**src/rtl/rbb_div.sv**
```systemverilog
// restoring divider, one quotient bit per cycle
module rbb_div #(
	parameter int N = 18,
	parameter int D = 10
) (
	input  logic         clk,
	input  logic         arst_n,
	input  logic         start,
	input  logic [N-1:0] dividend,
	input  logic [D-1:0] divisor,
	output logic         busy,
	output logic [N-1:0] quo,
	output logic [D-1:0] rem
);

	localparam int CNT_W = $clog2(N + 1);

	logic [CNT_W-1:0] cnt_q;
	logic [N-1:0]     quo_q;
	logic [D-1:0]     rem_q;
	logic [D:0]       trial;
	logic             ge;

	always_comb begin
		trial = {rem_q, quo_q[N-1]};
		ge    = trial >= {1'b0, divisor};
	end

	always_ff @(posedge clk or negedge arst_n) begin
		if (!arst_n) begin
			cnt_q <= '0;
		end else if (start) begin
			cnt_q <= CNT_W'(N);
		end else if (cnt_q != '0) begin
			cnt_q <= cnt_q - 1'b1;
		end
	end

	always_ff @(posedge clk) begin
		if (start) begin
			quo_q <= dividend;
			rem_q <= '0;
		end else if (cnt_q != '0) begin
			quo_q <= {quo_q[N-2:0], ge};
			rem_q <= ge ? D'(trial - {1'b0, divisor}) : D'(trial);
		end
	end

	assign busy = cnt_q != '0;
	assign quo  = quo_q;
	assign rem  = rem_q;

endmodule

```
**config.mk**
```make
export PLATFORM = sky130hd
export DESIGN_NAME = rbb_div
export DESIGN_NICKNAME = d
export VERILOG_FILES = /design/src/rtl/rbb_div.sv
export SDC_FILE = /design/constraint.sdc
export NUM_CORES = 1
export LEC_CHECK = 0
export BUFFER_PORTS_ARGS = -buffer_cell sky130_fd_sc_hd__buf_2
export CAP_MARGIN = 25
export CORE_ASPECT_RATIO = 0.5
export CORE_MARGIN = 2
export CORE_UTILIZATION = 51
export CTS_CLUSTER_SIZE = 8
export DETAILED_ROUTE_END_ITERATION = 10
export GPL_ROUTABILITY_DRIVEN = 1
export PLACE_DENSITY = 0.76
export SYNTH_ARGS = -nofsm -noshare
export SYNTH_HDL_FRONTEND = slang
export SYNTH_SLANG_ARGS = --single-unit
```
**constraint.sdc**
```tcl
create_clock -name clk -period 3.15 [get_ports clk]
set_clock_uncertainty 0.15 [all_clocks]
set_input_delay 0.63 -clock clk [delete_from_list [all_inputs] [get_ports clk]]
set_output_delay 0.63 -clock clk [all_outputs]
set_load 0.005 [all_outputs]
```
==> impl_metrics.toml <==
[synth]
postSynthCellCount = 188
synthTopCellsByArea = "edfxtp_1, mux2_2, dfxtp_1, ha_1, dfrtp_1"
yosys_warnings = 0
synth_ff_type = "edfxtp_1"
ys_seq_area_frac = 0.431
ys_ff_latch = 33
yosysMostFrequentCell = "nor2_1"
synth_enable_flop_cells = 18
yosysTopAreaCellShare = 0.269
synth_nets = 232
synth_area_leader_cell = "edfxtp_1"
syn_avg_cell_area_sq_um = 10.7
synth.cell_area_sq_um = 2010
synth_cell_type_count = 43
synth_common_cells = "nor2_1, edfxtp_1, mux2_2"
async_flop_share = 0.152

[place]
dp.cells = 298
port-buffer-count = 59
dpl_cell_area_sq_um = 2370
routabilityCongestion = 0.829
hpwlAfterDp_microns = 3060
post-place-ws_ps = 188

[clock_network]
ctsResizeCount = 0
path_clk_slew_ps = 70
cts.sinks = 33
cts_tree = "built"
clock_latency_ps = 290
cts-hold-fix-buffers = 1
post_cts_buffers = 0
htreeDepth = 2
cts_root_buf = "clkbuf_8"
tritoncts.num_buffers = 5
clk_path_buf_depth = 2

[job]
max-cap-violations = 0

[pwr]
p_total_mw = 1.64
p_per_area_nw_per_um2 = 656
leakage_nw = 1.16
swShare = 0.326
combPwrFrac = 0.375
p_switching_mw = 0.535
ir_drop_mv = 0.301
p_clk_frac = 0.256
p_int_mw = 1.11
seq_power_share = 0.368

[route]
wl_per_cell_microns = 13.9
via_per_inst = 5.32
ant_nets = 0
met1_length_microns = 1850
route.vias.total = 1634
routed-wl-met3_microns = 278
top_layer = "met4"
drt_first_pass_iters = 4
wl_met2_microns = 2090
drtIter0Drc = 70
drt-total-wl_microns = 4260
route.detailed.drc = 0

[die]
start_util = 0.523
ioPinCount = 60
coreArea_sq_um = 3840
die_h_microns = 48.4
fp.dieArea_sq_um = 4490
die_width_microns = 92.8
rows = 16

[setup_path]
worstPathArrival_ps = 2750
required_ps = 3220
r2r.worst_path.cells = 7
cp-end-kind = "flop"
cp-start-kind = "input pin"
cp_top_family = "compound AO/OA/AOI/OAI gates"
cp_slowest_cell = "o21a_1"
reg2reg_slack_ps = 560
rr_endpoint = "rem[1]"
critPathMaxStageDelay_ps = 510
criticalPathCategory = "in -> reg"
critical_path.cell_chain = "buf_2, inv_1, ha_1, o211ai_1, a21oi_1, a2bb2oi_2, o21a_1, mux2_4, a211oi_2"
reg2reg_from = "rem[2]"
crit_buf_inv = 2
critPathMaxFanout = 11

[timing]
finalSetupTns_ps = 0
worst_slack_ps = 466
min_period_ps = 2680
grt_setup_unrepaired = "no"
fmax_mhz = 373
slew_violations = 0
slew_headroom = 0.553
setup_violations = 0
worst_pin_slew_ps = 670
fin_hold_ws_ps = 388
post-route-period-util = 0.852
hold_violations = 0

[finish]
seq_area_sq_um = 866
diodes = 0
fin_nets = 296
area_growth_pct = 24.3
multiInputGateArea_sq_um = 1050
fillers = 339
design_area_sq_um = 2500
stdcell_count = 307
drive_gt1_frac = 0.383
final_core_util = 0.650

[min_path]
hold_path.startpoint = "rem[3]"
hold_path.class = "reg -> reg"
min_to = "rem[3]"
worstHoldPathCells = 2

[global_route]
grt_start_max_net_pins = 34
grt_usage = 0.210
grt_pass1_vias = 1602
antenna_found_initial = 0
grt_pass1_wl_microns = 7360
grt-ovfl-total = 0

[status]
outcome = "finished clean"
-- layout make-up --
| type | count | share of cell area |
|---|---|---|
| Multi-Input combinational cell | 132 | 0.420 |
| Sequential cell | 33 | 0.346 |
| Timing Repair Buffer | 64 | 0.134 |
| Clock buffer | 6 | 0.0330 |
| Tap cell | 54 | 0.0270 |
| Inverter | 16 | 0.0240 |
| Clock inverter | 2 | 0.0150 |
-- worst max-delay path by stage --
stage / end / depth (start not counted) / slack (ps) / startpoint
4_1_cts: rem[1] / 9 / 440 / divisor[3]
5_1_grt: rem[1] / 9 / 250 / divisor[3]
3_5_place_dp: rem[1] / 9 / 190 / divisor[3]
3_3_place_gp: rem[1] / 9 / 260 / divisor[3]
6_report: rem[1] / 9 / 470 / divisor[3]
2_1_floorplan: quo[0] / 8 / 460 / divisor[8]
-- placed cells by master, fill, tap and decap left out, types with 6 or more instances in the layout --
cell type	netlist	final
inv_1	16	16
nor2_1	19	19
nand2_1	9	9
clkbuf_8	0	6
mux2_2	18	18
a211oi_1	6	6
buf_2	0	59
a21oi_1	9	9
xnor2_1	6	6
mux2i_1	7	7
edfxtp_1	18	18
ha_1	12	12
dfxtp_1	10	10
-- power by group through the flow --
stage                     logic, mW  registers, mW  clock network, mW
after floorplan               0.434          0.609                  0
after global placement        0.590          0.608                  0
after detailed placement      0.605          0.612                  0
after CTS                     0.617          0.604              0.427
after global routing          0.682          0.617              0.449
final                         0.616          0.604              0.421
-- state kept, by name, indices dropped and copies added, names as in the netlist --
signal and count:
cnt_q 5, quo 18, rem 10
-- kinds of logic (layout without fill, tap and decap cells) --
kind of cell    after synthesis  in the layout  share of synthesized area
xor+xnor                      6              6                     0.0261
compound gates               36             36                      0.137
fa+ha+maj                    13             13                     0.0846
mux                          26             26                      0.143
buf+inv                      23             88                     0.0467
flops                        33             33                      0.431
simple gates                 51             51                      0.132
-- worst reg2reg max path, delay by kind of cell (launching register included) --
kind,cells,cell delay (ps)
multiplexers,1,350
AO/OA/AOI/OAI,5,1290
adder cells (fa/ha/maj),1,380
flip-flops,1,340
-- routing by layer --
metal / vias up / track usage
met5: - / 0
met4: 0 / 0.0588
met3: 6 / 0.0623
met2: 46 / 0.354
met1: 772 / 0.266
li1: 810 / -
No activity file was read; power rests on OpenSTA's default activity.
